### src/rtl/apc_pkg.sv
`timescale 1ns / 1ps
// ----------------------------------------------------------------------------
// apc_pkg
// Shared constants, register indexes and helpers for the heading PID block.
// ----------------------------------------------------------------------------
package apc_pkg;

  // Field widths
  localparam int DATA_W = 16;
  localparam int IDX_W  = 3;

  // Serial multiplier operand widths (signed)
  localparam int MUL_A_W = 33;
  localparam int MUL_B_W = 17;
  localparam int PROD_W  = MUL_A_W + MUL_B_W;

  // Width of the pre-clamp drive sum
  localparam int SUM_W = 28;

  // Angle constants, Q2.13
  localparam logic signed [17:0] PI_Q13     = 18'sd25736;
  localparam logic signed [17:0] TWO_PI_Q13 = 18'sd51472;

  // Configuration register indexes
  localparam logic [IDX_W-1:0] REG_PROP_GAIN     = 3'd0;
  localparam logic [IDX_W-1:0] REG_INTEGRAL_GAIN = 3'd1;
  localparam logic [IDX_W-1:0] REG_DERIV_GAIN    = 3'd2;
  localparam logic [IDX_W-1:0] REG_SAMPLE_PERIOD = 3'd3;
  localparam logic [IDX_W-1:0] REG_DRIVE_MIN     = 3'd4;
  localparam logic [IDX_W-1:0] REG_DRIVE_MAX     = 3'd5;
  localparam logic [IDX_W-1:0] REG_INTEG_MIN     = 3'd6;
  localparam logic [IDX_W-1:0] REG_INTEG_MAX     = 3'd7;

  // Register reset values
  localparam logic [DATA_W-1:0] RST_SAMPLE_PERIOD = 16'd655;
  localparam logic signed [DATA_W-1:0] RST_DRIVE_MIN = -16'sd4096;
  localparam logic signed [DATA_W-1:0] RST_DRIVE_MAX = 16'sd4096;
  localparam logic signed [DATA_W-1:0] RST_INTEG_MIN = -16'sd1229;
  localparam logic signed [DATA_W-1:0] RST_INTEG_MAX = 16'sd0;

  // Limit to hi first, then raise to lo: lo wins when the limits cross
  function automatic logic signed [DATA_W-1:0] clamp_lo_wins(
    input logic signed [SUM_W-1:0]  v,
    input logic signed [DATA_W-1:0] lo,
    input logic signed [DATA_W-1:0] hi
  );
    logic signed [SUM_W-1:0] t;
    t = v;
    if (t > SUM_W'(hi)) begin
      t = SUM_W'(hi);
    end
    if (t < SUM_W'(lo)) begin
      t = SUM_W'(lo);
    end
    return t[DATA_W-1:0];
  endfunction

endpackage

### src/rtl/apc_sermul.sv
`timescale 1ns / 1ps
// ----------------------------------------------------------------------------
// apc_sermul
// Signed bit-serial multiplier: one multiplier bit per cycle, LSB first.
// ----------------------------------------------------------------------------
module apc_sermul #(
  parameter int WA = 33,
  parameter int WB = 17
) (
  input  logic                 clk_i,
  input  logic                 rst_ni,
  input  logic                 start_i,
  input  logic signed [WA-1:0] a_i,
  input  logic signed [WB-1:0] b_i,
  output logic                 done_o,
  output logic [WA+WB-1:0]     prod_o
);

  localparam int CNT_W = (WB > 1) ? $clog2(WB) : 1;

  logic                 busy_q, busy_d;
  logic                 done_q, done_d;
  logic [CNT_W-1:0]     cnt_q, cnt_d;
  logic signed [WA-1:0] a_q, a_d;
  logic [WB-1:0]        b_q, b_d;
  logic signed [WA:0]   hi_q, hi_d;
  logic [WB-1:0]        lo_q, lo_d;

  logic                 last;
  logic signed [WA:0]   a_ext;
  logic signed [WA:0]   addend;
  logic signed [WA:0]   psum;

  // One shift-add step; the sign bit of b carries negative weight
  always_comb begin
    last   = (cnt_q == CNT_W'(WB - 1));
    a_ext  = {a_q[WA-1], a_q};
    addend = '0;
    if (b_q[0]) begin
      addend = last ? -a_ext : a_ext;
    end
    psum = hi_q + addend;
  end

  always_comb begin
    busy_d = busy_q;
    done_d = 1'b0;
    cnt_d  = cnt_q;
    a_d    = a_q;
    b_d    = b_q;
    hi_d   = hi_q;
    lo_d   = lo_q;
    if (start_i) begin
      busy_d = 1'b1;
      cnt_d  = '0;
      a_d    = a_i;
      b_d    = b_i;
      hi_d   = '0;
      lo_d   = '0;
    end else if (busy_q) begin
      hi_d  = {psum[WA], psum[WA:1]};
      lo_d  = {psum[0], lo_q[WB-1:1]};
      b_d   = {1'b0, b_q[WB-1:1]};
      cnt_d = cnt_q + CNT_W'(1);
      if (last) begin
        busy_d = 1'b0;
        done_d = 1'b1;
      end
    end
  end

  always_ff @(posedge clk_i or negedge rst_ni) begin
    if (!rst_ni) begin
      busy_q <= 1'b0;
      done_q <= 1'b0;
      cnt_q  <= '0;
    end else begin
      busy_q <= busy_d;
      done_q <= done_d;
      cnt_q  <= cnt_d;
    end
  end

  // Datapath shift registers
  always_ff @(posedge clk_i) begin
    a_q  <= a_d;
    b_q  <= b_d;
    hi_q <= hi_d;
    lo_q <= lo_d;
  end

  assign done_o = done_q;
  assign prod_o = {hi_q[WA-1:0], lo_q};

endmodule

### src/rtl/angle_pid_controller.sv
`timescale 1ns / 1ps
// ----------------------------------------------------------------------------
// angle_pid_controller
// Heading PID step with wrapped angle error, trapezoidal integrator with
// anti-windup clamp, rate-based derivative and clamped drive output.
// ----------------------------------------------------------------------------
//  channel | signals                                   | handshake
//  --------+-------------------------------------------+----------------
//  in      | target_angle_i, measured_angle_i,         | in_valid_i /
//          | angular_rate_i                            | in_ready_o
//  out     | drive_o                                   | out_valid_o /
//          |                                           | out_ready_i
//  cfg     | cfg_idx_i, cfg_data_i                     | cfg_we_i
//
// Each item passes an accept state and an error state, then four products
// in turn on a single bit-serial multiplier, then a final sum state. A new
// item is taken only once the previous one has left the sum state.
// Reset clears state and loads register defaults. The output register holds
// a finished drive while the next item is being worked on; the final sum
// waits only if the previous drive is still not taken.
// ----------------------------------------------------------------------------
module angle_pid_controller
  import apc_pkg::*;
(
  input  logic                     clk_i,
  input  logic                     rst_ni,
  input  logic                     in_valid_i,
  output logic                     in_ready_o,
  input  logic signed [DATA_W-1:0] target_angle_i,
  input  logic signed [DATA_W-1:0] measured_angle_i,
  input  logic signed [DATA_W-1:0] angular_rate_i,
  output logic                     out_valid_o,
  input  logic                     out_ready_i,
  output logic signed [DATA_W-1:0] drive_o,
  input  logic                     cfg_we_i,
  input  logic [IDX_W-1:0]         cfg_idx_i,
  input  logic [DATA_W-1:0]        cfg_data_i
);

  localparam logic [2:0] S_IDLE = 3'd0;
  localparam logic [2:0] S_ERR  = 3'd1;
  localparam logic [2:0] S_MP   = 3'd2;
  localparam logic [2:0] S_MT   = 3'd3;
  localparam logic [2:0] S_MI   = 3'd4;
  localparam logic [2:0] S_MD   = 3'd5;
  localparam logic [2:0] S_SUM  = 3'd6;

  // Configuration registers
  logic signed [DATA_W-1:0] prop_gain_q, integral_gain_q, deriv_gain_q;
  logic [DATA_W-1:0]        sample_period_q;
  logic signed [DATA_W-1:0] drive_min_q, drive_max_q, integ_min_q, integ_max_q;

  // Control and state
  logic [2:0]               state_q, state_d;
  logic                     out_valid_q, out_valid_d;
  logic signed [DATA_W-1:0] integ_q, integ_d;
  logic signed [DATA_W-1:0] last_err_q, last_err_d;

  // Item datapath registers
  logic signed [DATA_W-1:0] tgt_q, meas_q, rate_q;
  logic signed [DATA_W:0]   esum_q, esum_d;
  logic signed [22:0]       p_q, p_d;
  logic signed [26:0]       d_q, d_d;
  logic signed [DATA_W-1:0] drive_q, drive_d;

  // Multiplier interface
  logic                      mul_start;
  logic signed [MUL_A_W-1:0] mul_a;
  logic signed [MUL_B_W-1:0] mul_b;
  logic                      mul_done;
  logic [PROD_W-1:0]         mul_prod;

  // Combinational helpers
  logic signed [17:0]       diff;
  logic signed [DATA_W-1:0] err;
  logic signed [23:0]       inc;
  logic signed [33:0]       dneg;
  logic signed [SUM_W-1:0]  integ_sum;
  logic signed [SUM_W-1:0]  total;

  // Wrapped angle error; the trapezoid error sum is formed in S_ERR
  always_comb begin
    diff = 18'(meas_q) - 18'(tgt_q);
  end

  always_comb begin
    if (diff > PI_Q13) begin
      err = DATA_W'(diff - TWO_PI_Q13);
    end else if (diff < -PI_Q13) begin
      err = DATA_W'(diff + TWO_PI_Q13);
    end else begin
      err = DATA_W'(diff);
    end
  end

  // Product post-processing
  always_comb begin
    inc       = $signed(mul_prod[PROD_W-1:26]);
    integ_sum = SUM_W'(integ_q) + SUM_W'(inc);
    dneg      = 34'sd0 - $signed({mul_prod[32], mul_prod[32:0]});
    total     = SUM_W'(p_q) + SUM_W'(integ_q) + SUM_W'(d_q);
  end

  // Sequencer
  always_comb begin
    state_d     = state_q;
    out_valid_d = out_valid_q;
    integ_d     = integ_q;
    last_err_d  = last_err_q;
    esum_d      = esum_q;
    p_d         = p_q;
    d_d         = d_q;
    drive_d     = drive_q;
    mul_start   = 1'b0;
    mul_a       = MUL_A_W'(prop_gain_q);
    mul_b       = MUL_B_W'(err);

    if (out_valid_q && out_ready_i) begin
      out_valid_d = 1'b0;
    end

    case (state_q)
      S_IDLE: begin
        if (in_valid_i) begin
          state_d = S_ERR;
        end
      end
      S_ERR: begin
        esum_d     = MUL_B_W'(err) + MUL_B_W'(last_err_q);
        last_err_d = err;
        mul_start  = 1'b1;
        mul_a      = MUL_A_W'(prop_gain_q);
        mul_b      = MUL_B_W'(err);
        state_d    = S_MP;
      end
      S_MP: begin
        if (mul_done) begin
          p_d       = $signed(mul_prod[31:9]);
          mul_start = 1'b1;
          mul_a     = MUL_A_W'(integral_gain_q);
          mul_b     = esum_q;
          state_d   = S_MT;
        end
      end
      S_MT: begin
        if (mul_done) begin
          mul_start = 1'b1;
          mul_a     = $signed(mul_prod[MUL_A_W-1:0]);
          mul_b     = $signed({1'b0, sample_period_q});
          state_d   = S_MI;
        end
      end
      S_MI: begin
        if (mul_done) begin
          integ_d   = clamp_lo_wins(integ_sum, integ_min_q, integ_max_q);
          mul_start = 1'b1;
          mul_a     = MUL_A_W'(deriv_gain_q);
          mul_b     = MUL_B_W'(rate_q);
          state_d   = S_MD;
        end
      end
      S_MD: begin
        if (mul_done) begin
          d_d     = dneg[33:7];
          state_d = S_SUM;
        end
      end
      S_SUM: begin
        if (!out_valid_q || out_ready_i) begin
          drive_d     = clamp_lo_wins(total, drive_min_q, drive_max_q);
          out_valid_d = 1'b1;
          state_d     = S_IDLE;
        end
      end
      default: begin
        state_d = S_IDLE;
      end
    endcase
  end

  apc_sermul #(
    .WA (MUL_A_W),
    .WB (MUL_B_W)
  ) u_mul (
    .clk_i   (clk_i),
    .rst_ni  (rst_ni),
    .start_i (mul_start),
    .a_i     (mul_a),
    .b_i     (mul_b),
    .done_o  (mul_done),
    .prod_o  (mul_prod)
  );

  // Control state and controller memory
  always_ff @(posedge clk_i or negedge rst_ni) begin
    if (!rst_ni) begin
      state_q     <= S_IDLE;
      out_valid_q <= 1'b0;
      integ_q     <= '0;
      last_err_q  <= '0;
    end else begin
      state_q     <= state_d;
      out_valid_q <= out_valid_d;
      integ_q     <= integ_d;
      last_err_q  <= last_err_d;
    end
  end

  // Configuration writes
  always_ff @(posedge clk_i or negedge rst_ni) begin
    if (!rst_ni) begin
      prop_gain_q     <= '0;
      integral_gain_q <= '0;
      deriv_gain_q    <= '0;
      sample_period_q <= RST_SAMPLE_PERIOD;
      drive_min_q     <= RST_DRIVE_MIN;
      drive_max_q     <= RST_DRIVE_MAX;
      integ_min_q     <= RST_INTEG_MIN;
      integ_max_q     <= RST_INTEG_MAX;
    end else if (cfg_we_i) begin
      case (cfg_idx_i)
        REG_PROP_GAIN:     prop_gain_q     <= $signed(cfg_data_i);
        REG_INTEGRAL_GAIN: integral_gain_q <= $signed(cfg_data_i);
        REG_DERIV_GAIN:    deriv_gain_q    <= $signed(cfg_data_i);
        REG_SAMPLE_PERIOD: sample_period_q <= cfg_data_i;
        REG_DRIVE_MIN:     drive_min_q     <= $signed(cfg_data_i);
        REG_DRIVE_MAX:     drive_max_q     <= $signed(cfg_data_i);
        REG_INTEG_MIN:     integ_min_q     <= $signed(cfg_data_i);
        REG_INTEG_MAX:     integ_max_q     <= $signed(cfg_data_i);
        default: ;
      endcase
    end
  end

  // Item capture and datapath registers
  always_ff @(posedge clk_i) begin
    if (in_valid_i && in_ready_o) begin
      tgt_q  <= target_angle_i;
      meas_q <= measured_angle_i;
      rate_q <= angular_rate_i;
    end
    esum_q  <= esum_d;
    p_q     <= p_d;
    d_q     <= d_d;
    drive_q <= drive_d;
  end

  assign in_ready_o  = (state_q == S_IDLE);
  assign out_valid_o = out_valid_q;
  assign drive_o     = drive_q;

endmodule

### config.mk
export PLATFORM = sky130hd
export DESIGN_NAME = angle_pid_controller
export DESIGN_NICKNAME = d
export VERILOG_FILES = /design/src/rtl/apc_pkg.sv /design/src/rtl/apc_sermul.sv /design/src/rtl/angle_pid_controller.sv
export SDC_FILE = /design/constraint.sdc
export NUM_CORES = 1
export LEC_CHECK = 0
export BUFFER_PORTS_ARGS = -buffer_cell sky130_fd_sc_hd__buf_2
export CORE_UTILIZATION = 35
export CTS_CLUSTER_DIAMETER = 200
export DETAILED_ROUTE_END_ITERATION = 8
export GPL_ROUTABILITY_DRIVEN = 0
export PLACE_DENSITY = 0.59
export SYNTH_ARGS = -nofsm -noshare
export SYNTH_HDL_FRONTEND = slang
export SYNTH_HIERARCHICAL = 1
export SYNTH_SLANG_ARGS = --single-unit
### constraint.sdc
create_clock -name clk_i -period 16.99 [get_ports clk_i]
set_clock_uncertainty 0.05 [all_clocks]
set_input_delay 3.398 -clock clk_i [delete_from_list [all_inputs] [get_ports clk_i]]
set_output_delay 3.398 -clock clk_i [all_outputs]
set_load 0.01 [all_outputs]
* After elaboration in Yosys (flattened, before gate mapping)
Index checks and enable logic that the tools add are counted. W data, S select, Z words.
Cells by class: equality and inequality tests 20, muxes and demuxes 42, order comparisons 6, $add $sub $neg 11, multipliers 0, divide/modulo/power cells 0, reductions and logical operators 21, bitwise gates (word level) 0, shift-type cells 0
Operators with widths (count):
- $mux W28 | 6
- $mux W33 | 3
- $pmux W33 S3 | 1
- $mux W17 | 5
- $mux W34 | 2
- $mux W16 | 4
- $lt A28 B16 Y1 | 2
- $pmux W17 S3 | 1
- $add A33 B34 Y34 | 1
- $neg A33 Y34 | 1
- $sub A1 B33 Y34 const A | 1
- $add A24 B27 Y28 | 1
- $gt A28 B16 Y1 | 1
- $add A16 B24 Y25 | 1
- $gt A25 B16 Y1 | 1
- $add A23 B16 Y24 | 1
- $reduce_and A2 Y1 | 12
- $eq A3 B3 Y1 const B | 7
- $pmux W3 S7 | 1
- $mux W3 | 6
- $add A16 B16 Y17 | 1
- $gt A17 B16 Y1 const B | 1
- $lt A17 B16 Y1 const B | 1
- $sub A16 B16 Y17 | 1
- 18 further kinds | 38
Word-level totals: ROM bits 0, RAM bits 0, output and inout port bits 18, memories 0, word-level logic and storage cells 126, input port bits 72, bits in latches 0, bits in registers 402

* Depth between registers and ports, before layout
Gate-level depths: netlist of the first run.
depth after elaboration 8, mapped depth 38, depth with buffers taken out 35

* Hierarchy
Netlist of the first run, hierarchy kept.
By module, submodules not included:
- angle_pid_controller | cells each 1880, sequential area each 8065.2 sq um, instances 1, area an instance 19561.3 sq um
- apc_sermul | cells each 675, sequential area each 2677.6 sq um, instances 1, area an instance 6488.7 sq um

* Least setup slack after synthesis of the first run
No wires, ideal clock.
path type reg2reg, start point reg integ_q[1], end point reg drive_q[10] (netlist: drive_o[10]), data pin, path buffers 2, stages on the path, launching flop included 37, library setup time 0.260 ns, period minus slack after synthesis 7.794 ns, data arrival time 7.484 ns, slack 9.196 ns, data required time 16.680 ns, cells stage by stage dfrtp_1 inv_1 fa_1 inv_1 ha_1 fa_1 a21o_1 a21oi_1 o21ai_0 a41oi_1 nor3_1 a21oi_1 a211oi_1 o21a_1 or3_1 nand2_1 ha_1 nand4_1 nor4_1 a21oi_1 o211a_1 nor3_1 clkbuf_1 mux2_2 ha_1 a21o_1 a21o_1 a21oi_1 nor2_1 a211oi_1 o21ai_0 a211oi_1 nand3_1 o211ai_1 nand2_1 clkbuf_1 mux2_2
On the way: longest elaborated chain between the ends 8
RTL lines:
- start, declared | line angle_pid_controller.sv:56 | logic signed [DATA_W-1:0] integ_q, integ_d;
- start signal, assigned | line angle_pid_controller.sv:204 | integ_q <= integ_d;
- $add A23 B16 Y24 * | line angle_pid_controller.sv:101 | total = SUM_W'(p_q) + SUM_W'(integ_q) + SUM_W'(d_q);
- $add A24 B27 Y28 * | line angle_pid_controller.sv:101
- $gt A28 B16 Y1 | line apc_pkg.sv:49 | if (t > SUM_W'(hi)) begin
- $mux W28 * | line apc_pkg.sv:49
- $mux W28 * | line angle_pid_controller.sv:169 | if (!out_valid_q || out_ready_i) begin
- $mux W28 * | line angle_pid_controller.sv:122 | case (state_q)
- $lt A28 B16 Y1 | line apc_pkg.sv:52 | if (t < SUM_W'(lo)) begin
- $mux W16 * | line apc_pkg.sv:52
- end signal, assigned | line angle_pid_controller.sv:245 | drive_q <= drive_d;
- end, declared | line angle_pid_controller.sv:64 | logic signed [DATA_W-1:0] drive_q, drive_d;
Mark *: on every way between the ends. The rest lies on a longest branch, timed or not. The select of a mux whose other input is x is not followed. A chain may end at the register's enable or synchronous reset.

* Worst setup path after layout of the first run
start point reg integ_q[1], end point reg drive_q[7] (netlist: drive_o[7]), data pin
The elaborated chain is that of the path after synthesis.

==> summary.md, run 1 <==
Counting the buffers created by CTS gives 47. The pre-antenna-repair detailed-routing pass consisted of 9 iterations. Hold buffer count at CTS: 0.

The worst register-to-register path has a depth of 35. In this run the count of I/O pins placed on the die edge is 90. The die covers 0.0755 mm^2. The type of element launching the critical path was a flip-flop. The number of antenna violations at the first check in global routing was 2. The count of placed standard cells in the final layout, fillers left out came out at 3,630. After clock tree synthesis, the setup repair step added 0 buffers. Summing every instance area after synthesis gives 0.0260 mm^2. The logs give 20.1k for the number of global-route vias before repair and 17.28 ns for the critical path required time.

Counting distinct cell types in the post-synthesis netlist gives 92. The end of the critical path is drive_o[7]$_DFFE_PP_. The power per standard cell area is 129 mW/mm^2.

Dominant register cell in the synthesized netlist: sky130_fd_sc_hd__edfxtp_1. The layout cell share with drive strength beyond 1 came out at 0.157. The data arrival at the endpoint of the critical path was 8.98 ns.

The critical path capture point type is a flip-flop. The number of rows in the core area is 99, and the largest fanout on the critical path is 31. Share of synthesized flip-flops with an asynchronous set or reset: 0.425.

In this run the deepest clock path goes through 3 buffers. Timing would allow up to 115 MHz. The width of the chip is 275 um. The share of synthesized area occupied by flip-flops and latches came out at 0.412. A synthesized cell averages 10.2 um^2.

For flop-to-flop paths, the worst setup slack is 8.30 ns. Gates resized during post-CTS repair numbered 0. The total of warnings raised by yosys came out at 6.

The wire length per cell after detailed routing is 19.2 um, and the clock-pin transition on the worst setup and hold timing paths is 0.07 ns. Setup repair after global routing left no endpoint under its margin. Relative to the synthesized area, the layout overhead comes to 12.2%. The later pin in the worst-skew pair is clocked with a latency of 0.60 ns. The worst IR drop on VDD came out at 0.103 mV.

The run finished, with violations left. In this run, synthesis inferred 181 flip-flops with an integrated enable. The initial DRC count was 1,327. The share of the cycle needed by the critical path after routing is 0.511, and the routed wire length is 69.7 mm. For the TritonCTS sink count, the log shows 402.

The critical path is of the flip-flop to flip-flop type. In this run the clock root is driven by a sky130_fd_sc_hd__clkbuf_16. The tightest min-delay check is of the flip-flop to flip-flop type.

The y dimension of the die is 275 um, and the synthesized instance count is 2,555. The cell with the largest stage delay on the worst path was sky130_fd_sc_hd__fa_1. For this run, the post-layout net count is 2,961.

Leakage power: 12.5 nW. The relative slew slack came out at 0.160. Setup violations remaining at the end of the flow were counted as 0. Summed over all layers, the global routing overflow is 0. Endpoint of the worst-slack reg-to-reg timing path: drive_o[7]$_DFFE_PP_. The tool flagged a number of max-cap violations equal to 0. The final critical path time including I/O delays and setup is 8.69 ns. In this run the worst setup path begins at integ_q[1]$_DFFE_PN0P_. The tools report the starting density of the core as 0.355. The remaining antenna violation count was 0; the number of I/O port buffers was 89.

The tools report the startpoint of the most critical register-to-register path as integ_q[1]$_DFFE_PN0P_. Dividing the detail-routed via count by the number of cells gives 5.45. Entering global routing, the biggest net connects 82 pins. Most frequent cell on the critical path: sky130_fd_sc_hd__a21oi_1. For this run, design rule violations remaining after detail routing come to 2.

The register bit total from synthesis works out to 402. The first global-routing pass estimated 111 mm of wire. The number of antenna diodes in the final layout is 0. TritonCTS built the clock tree. The measured slew at the worst slew-check pin works out to 1.25 ns.

Counting every net in the synthesized netlist gives 2,884. On the worst path, the slowest cell contributes a delay of 0.55 ns. In the final timing run, aggregate negative setup slack is 0 ns.

The CTS H-tree depth is 2. The run gives 0 as the number of hold violations in the final report. The total placed cells including tap cells was 3,542. After legalization and detailed placement, the total HPWL measured 52.4 mm. The run gives 19.8k as the via total after detailed routing. For the global-route usage over all layers, the log shows 0.186. The number of max-slew violations in the final report was 0. The checks that failed: design-rule violations.

After floorplanning, the core was sized to cover 0.0733 mm^2.
## area by class of cell
class | count | area, um^2
clock buffer | 63 | 1310
clock inverter | 25 | 307
fill | 7167 | 44100
inverter | 158 | 593
multi-input combinational | 1912 | 14500
sequential | 402 | 10700
tap | 959 | 1200
timing repair buffer | 111 | 617
## layer usage
metal | wire [um] | global-route usage
met5 | 0 | 0
met4 | 1750 | 0.0544
met3 | 3840 | 0.0298
met2 | 33300 | 0.319
met1 | 30900 | 0.242
## synthesized netlist by cell type, types with 50 or more instances
master	n	area share
sky130_fd_sc_hd__nand2_1	233	0.034
sky130_fd_sc_hd__ha_1	225	0.11
sky130_fd_sc_hd__o21ai_0	190	0.037
sky130_fd_sc_hd__edfxtp_1	181	0.21
sky130_fd_sc_hd__nor2_1	172	0.025
sky130_fd_sc_hd__mux2_2	164	0.071
sky130_fd_sc_hd__inv_1	157	0.023
sky130_fd_sc_hd__dfrtp_1	149	0.14
sky130_fd_sc_hd__a21oi_1	127	0.024
sky130_fd_sc_hd__xnor2_1	105	0.035
sky130_fd_sc_hd__clkbuf_1	76	0.011
sky130_fd_sc_hd__dfxtp_1	50	0.038
## report_power, final
part           internal (mW)  total, mW  switching, mW
sequential              1.18       1.37          0.183
clock                  0.622       1.05          0.433
combinational          0.588       1.35          0.766
total                   2.39       3.78           1.38
## worst min path at each step
stage                                     start                           to  slack [ns]  depth (start not counted)
global placement     last_err_q[11]$_DFFE_PN0P_   last_err_q[11]$_DFFE_PN0P_        0.42                          2
CTS                   last_err_q[0]$_DFFE_PN0P_    last_err_q[0]$_DFFE_PN0P_        0.44                          2
floorplan           u_mul/hi_q[17]$_SDFFE_PP0P_  u_mul/hi_q[17]$_SDFFE_PP0P_        0.40                          2
finish                last_err_q[0]$_DFFE_PN0P_    last_err_q[0]$_DFFE_PN0P_        0.44                          2
detailed placement    last_err_q[0]$_DFFE_PN0P_    last_err_q[0]$_DFFE_PN0P_        0.43                          2
global route          last_err_q[6]$_DFFE_PN0P_    last_err_q[6]$_DFFE_PN0P_        0.46                          2
## sequential cells by signal, summed over array words and instances, names as in the netlist, 17 cells and up
register    count
d_q            27
esum_q         17
u_mul/hi_q     33
u_mul/b_q      17
p_q            23
u_mul/lo_q     17
u_mul/a_q      33
## stage by stage
step	total power, mW	util	hold slack [ns]	worst slack [ns]	instance area (um^2)
2_1_floorplan	2.33	-	0.404	9.20	26100
3_3_place_gp	2.67	0.377	0.422	8.57	27600
3_5_place_dp	2.71	0.377	0.428	8.43	27600
4_1_cts	3.78	0.399	0.441	8.39	29200
5_1_grt	4.03	0.399	0.457	7.60	29200
6_report	3.78	0.399	0.436	8.30	29200
## worst max-delay path, delay by kind of cell (launching register included)
kind / cells / cell delay (ns)
compound gates: 17 / 3.46
xor+xnor: 1 / 0.11
fa+ha+maj: 5 / 1.78
buf+inv: 3 / 0.51
flops: 1 / 0.38
mux: 2 / 0.85
simple gates: 7 / 1.28
## placed cells by master (no fill, tap or decap), types with 50 or more instances in the layout
master | synthesis | final
sky130_fd_sc_hd__a21oi_1 | 127 | 127
sky130_fd_sc_hd__buf_2 | 0 | 88
sky130_fd_sc_hd__dfrtp_1 | 149 | 148
sky130_fd_sc_hd__dfxtp_1 | 50 | 50
sky130_fd_sc_hd__edfxtp_1 | 181 | 181
sky130_fd_sc_hd__ha_1 | 225 | 225
sky130_fd_sc_hd__inv_1 | 157 | 157
sky130_fd_sc_hd__mux2_2 | 164 | 164
sky130_fd_sc_hd__nand2_1 | 233 | 232
sky130_fd_sc_hd__nor2_1 | 172 | 168
sky130_fd_sc_hd__o21ai_0 | 190 | 190
sky130_fd_sc_hd__xnor2_1 | 105 | 105
## kinds of logic (layout without fill, tap and decap cells)
family / count (synthesis) / in the layout / share of synthesized area
buffers and inverters: 241 / 357 / 0.0350
adders and majority gates: 257 / 257 / 0.133
xor gates and xnor gates: 152 / 152 / 0.0511
muxes: 201 / 201 / 0.0851
and+or+nand+nor: 692 / 692 / 0.131
AOI/OAI and AO/OA: 610 / 610 / 0.153
DFF: 402 / 402 / 0.412
(Power assumes the default switching activity.)
==> run 2: changes to the inputs <==
clock period = 8.1 ns   (was 16.99 ns; I/O delays follow)
==> summary.md, run 2 (synthesis results as in run 1) <==
For the CTS H-tree depth, the log shows 2 (unchanged). The post-place instance area came out at 0.0278 mm^2 (was 0.0276 mm^2). Top library cells by usage in the layout, fill and taps aside: sky130_fd_sc_hd__nand2_1, sky130_fd_sc_hd__ha_1, sky130_fd_sc_hd__o21ai_0 (unchanged).

Failing checks: design-rule violations (unchanged). The run gives 0.0295 mm^2 (was 0.0292 mm^2) as the final non-filler cell area. The footprint of the flip-flops and latches is 0.0107 mm^2 (about the same). The commonest non-fill, non-tap cell in the layout was sky130_fd_sc_hd__nand2_1 (unchanged). The maximum number of pins on one net before global-route repair was 79 (was 82). Number of max-slew violations in the final report: 0 (unchanged).

The length in cells of the worst reg-to-reg path was 31 (was 35). The cell with the largest stage delay on the worst path is sky130_fd_sc_hd__fa_1 (unchanged). Critical path capture point type: a flip-flop (unchanged). The per-cell via count in the routed design is 5.49 (was 5.45), and the largest fanout on the critical path is 16 (was 31).

The sum of overflow across all layers after global routing is 0 (unchanged), and the final setup violation count is 0 (unchanged). The final worst-path setup slack is 0.441 ns (was 8.30 ns), and the buffer levels on the longest clock path is 3 (unchanged). The flow ran to the end, but the final reports show violations. The final total power is 8.10 mW (was 3.78 mW), and the number of rows in the core area is 99 (unchanged). The power per standard cell area came out at 274 mW/mm^2 (was 129 mW/mm^2).

The worst IR drop on VDD was 0.232 mV (was 0.103 mV); the synthesis-to-layout area growth was 13.3% (was 12.2%). The run gives 0.441 ns (was 0.436 ns) as the worst hold-check slack. The share of the cycle needed by the critical path after routing was 0.946 (was 0.511). The tools report the critical path required time as 8.38 ns (was 17.28 ns). For the global-route wire length before repair, the log shows 111 mm (about the same). For the post-detailed-route DRC marker count, the log shows 4 (was 2). The tools report the cell at the root of the clock tree as sky130_fd_sc_hd__clkbuf_16 (unchanged). The logs give 20.2k (was 20.1k) for the number of global-route vias before repair and 0 (unchanged) for the number of hold violations in the final report.

The data arrival at the endpoint of the critical path was 7.94 ns (was 8.98 ns). The type of element launching the critical path was a flip-flop (unchanged). The layout cell share with drive strength beyond 1 is 0.173 (was 0.157), and the cell count of the worst hold path is 2 (unchanged). The biggest cell delay along the critical path works out to 0.51 ns (was 0.55 ns). The y dimension of the die is 275 um (unchanged), and the measured slew at the worst slew-check pin is 1.23 ns (was 1.25 ns). For the count of fill cells added during filler insertion, the log shows 7,131 (was 7,167). For the count of boundary I/O pins, the log shows 90 (unchanged). For the placeable core area, the log shows 0.0733 mm^2 (unchanged). The global-route usage over all layers is 0.188 (was 0.186), and the remaining antenna violation count is 0 (unchanged). The number of I/O port buffers works out to 89 (unchanged). The width of the chip came out at 275 um (unchanged).

The total die area came out at 0.0755 mm^2 (unchanged). The run gives 9 (unchanged) as the detailed-router iteration count before antenna repair. The footprint of the multi-input gates was 0.0146 mm^2 (was 0.0145 mm^2).

The number of maximum-capacitance constraint violations was 0 (unchanged); the routed wire length was 71.3 mm (was 69.7 mm). The final critical path time including I/O delays and setup came out at 7.66 ns (was 8.69 ns). TritonCTS built the clock tree. For the post-DP HPWL, the log shows 53.2 mm (was 52.4 mm). The leakage power is 12.7 nW (was 12.5 nW), and the wire length per cell after detailed routing is 19.5 um (was 19.2 um). Path type of the worst min-delay path: flip-flop to flip-flop (unchanged). The number of clock buffers inserted by TritonCTS is 46 (was 47).

The number of nets in the final layout was 2,993 (was 2,961); the clock-pin transition on the worst setup and hold timing paths was 0.06 ns (was 0.07 ns). Number of antenna violations at the first check in global routing: 3 (was 2). The run gives 0 (unchanged) as the hold buffer count at CTS. Registers with the highest flip-flop counts: u_mul/a_q (33), u_mul/hi_q (33), d_q (27) (unchanged). The run gives 402 (unchanged) as the TritonCTS sink count.

For the utilization of the core after routing, the log shows 0.403 (was 0.399). The classification of the worst setup path was flip-flop to flip-flop (unchanged). The via total after detailed routing was 20.1k (was 19.8k).

The logs give 0.176 (was 0.160) for the relative slew slack and 0.355 (unchanged) for the starting density of the core. The run gives 1,451 (was 1,327) as the initial DRC count. For the clock latency of the later-clocked register in the worst-skew pair, the log shows 0.60 ns (about the same). The post-placement worst setup slack was 0.135 ns (was 8.43 ns); the maximum operating frequency was 131 MHz (was 115 MHz).
-- run 2: metal layers --
metal  part of all wire  GRT usage  vias to the layer above
li1                   -          -                     9529
met1               0.43      0.237                     9888
met2               0.49      0.331                      568
met3              0.050     0.0246                      120
met4              0.030     0.0637                        0
met5                  0          0                        -
-- run 2: worst paths after layout --
| path | start | end | slack [ns] |
|---|---|---|---|
| max in group asynchronous | rst_ni | integ_q[13]$_DFFE_PN0P_ | 5.65 |
| min in group asynchronous | rst_ni | u_mul/cnt_q[2]$_DFFE_PN0P_ | 1.01 |
| max | integ_q[7]$_DFFE_PN0P_ | drive_o[5]$_DFFE_PP_ | 0.44 |
| max reg2reg | integ_q[7]$_DFFE_PN0P_ | drive_o[5]$_DFFE_PP_ | 0.44 |
| min | last_err_q[9]$_DFFE_PN0P_ | last_err_q[9]$_DFFE_PN0P_ | 0.44 |
| min reg2reg | last_err_q[9]$_DFFE_PN0P_ | last_err_q[9]$_DFFE_PN0P_ | 0.44 |
-- run 2: worst max-delay path, delay by kind of cell, from the launching register on --
family / cells / cell delay, ns
compound gates: 16 / 3.08
flops: 1 / 0.46
simple gates: 6 / 1.10
fa+ha+maj: 4 / 1.49
buf+inv: 2 / 0.38
mux: 2 / 0.64
xor+xnor: 1 / 0.18
-- run 2: through the flow --
step	cells	setup TNS, ns
after floorplan	2555	0
after global placement	3567	0
after detailed placement	3567	0
after CTS	3653	0
after global routing	3661	-0.225
final	3662	0
-- run 2: power by group --
| part | switching (mW) | internal, mW | total (mW) |
|---|---|---|---|
| Sequential | 0.331 | 2.48 | 2.81 |
| Combinational | 1.76 | 1.41 | 3.17 |
| Clock | 0.873 | 1.24 | 2.11 |
| Total | 2.96 | 5.13 | 8.10 |
-- run 2: layout make-up --
class,instances,area share
inverters,158,0.0201
clock inverters,25,0.00953
multi-input cells,1912,0.493
flip-flops and latches,402,0.364
diodes,1,0.0000847
clock buffers,61,0.0429
well taps,959,0.0406
repair buffers,144,0.0297
-- run 2: what timing repair did --
action,4_1_cts,5_1_grt
hold endpoints to repair,0,0
setup buffers,0,7
setup endpoints to repair,0,32
gates resized for setup,0,22
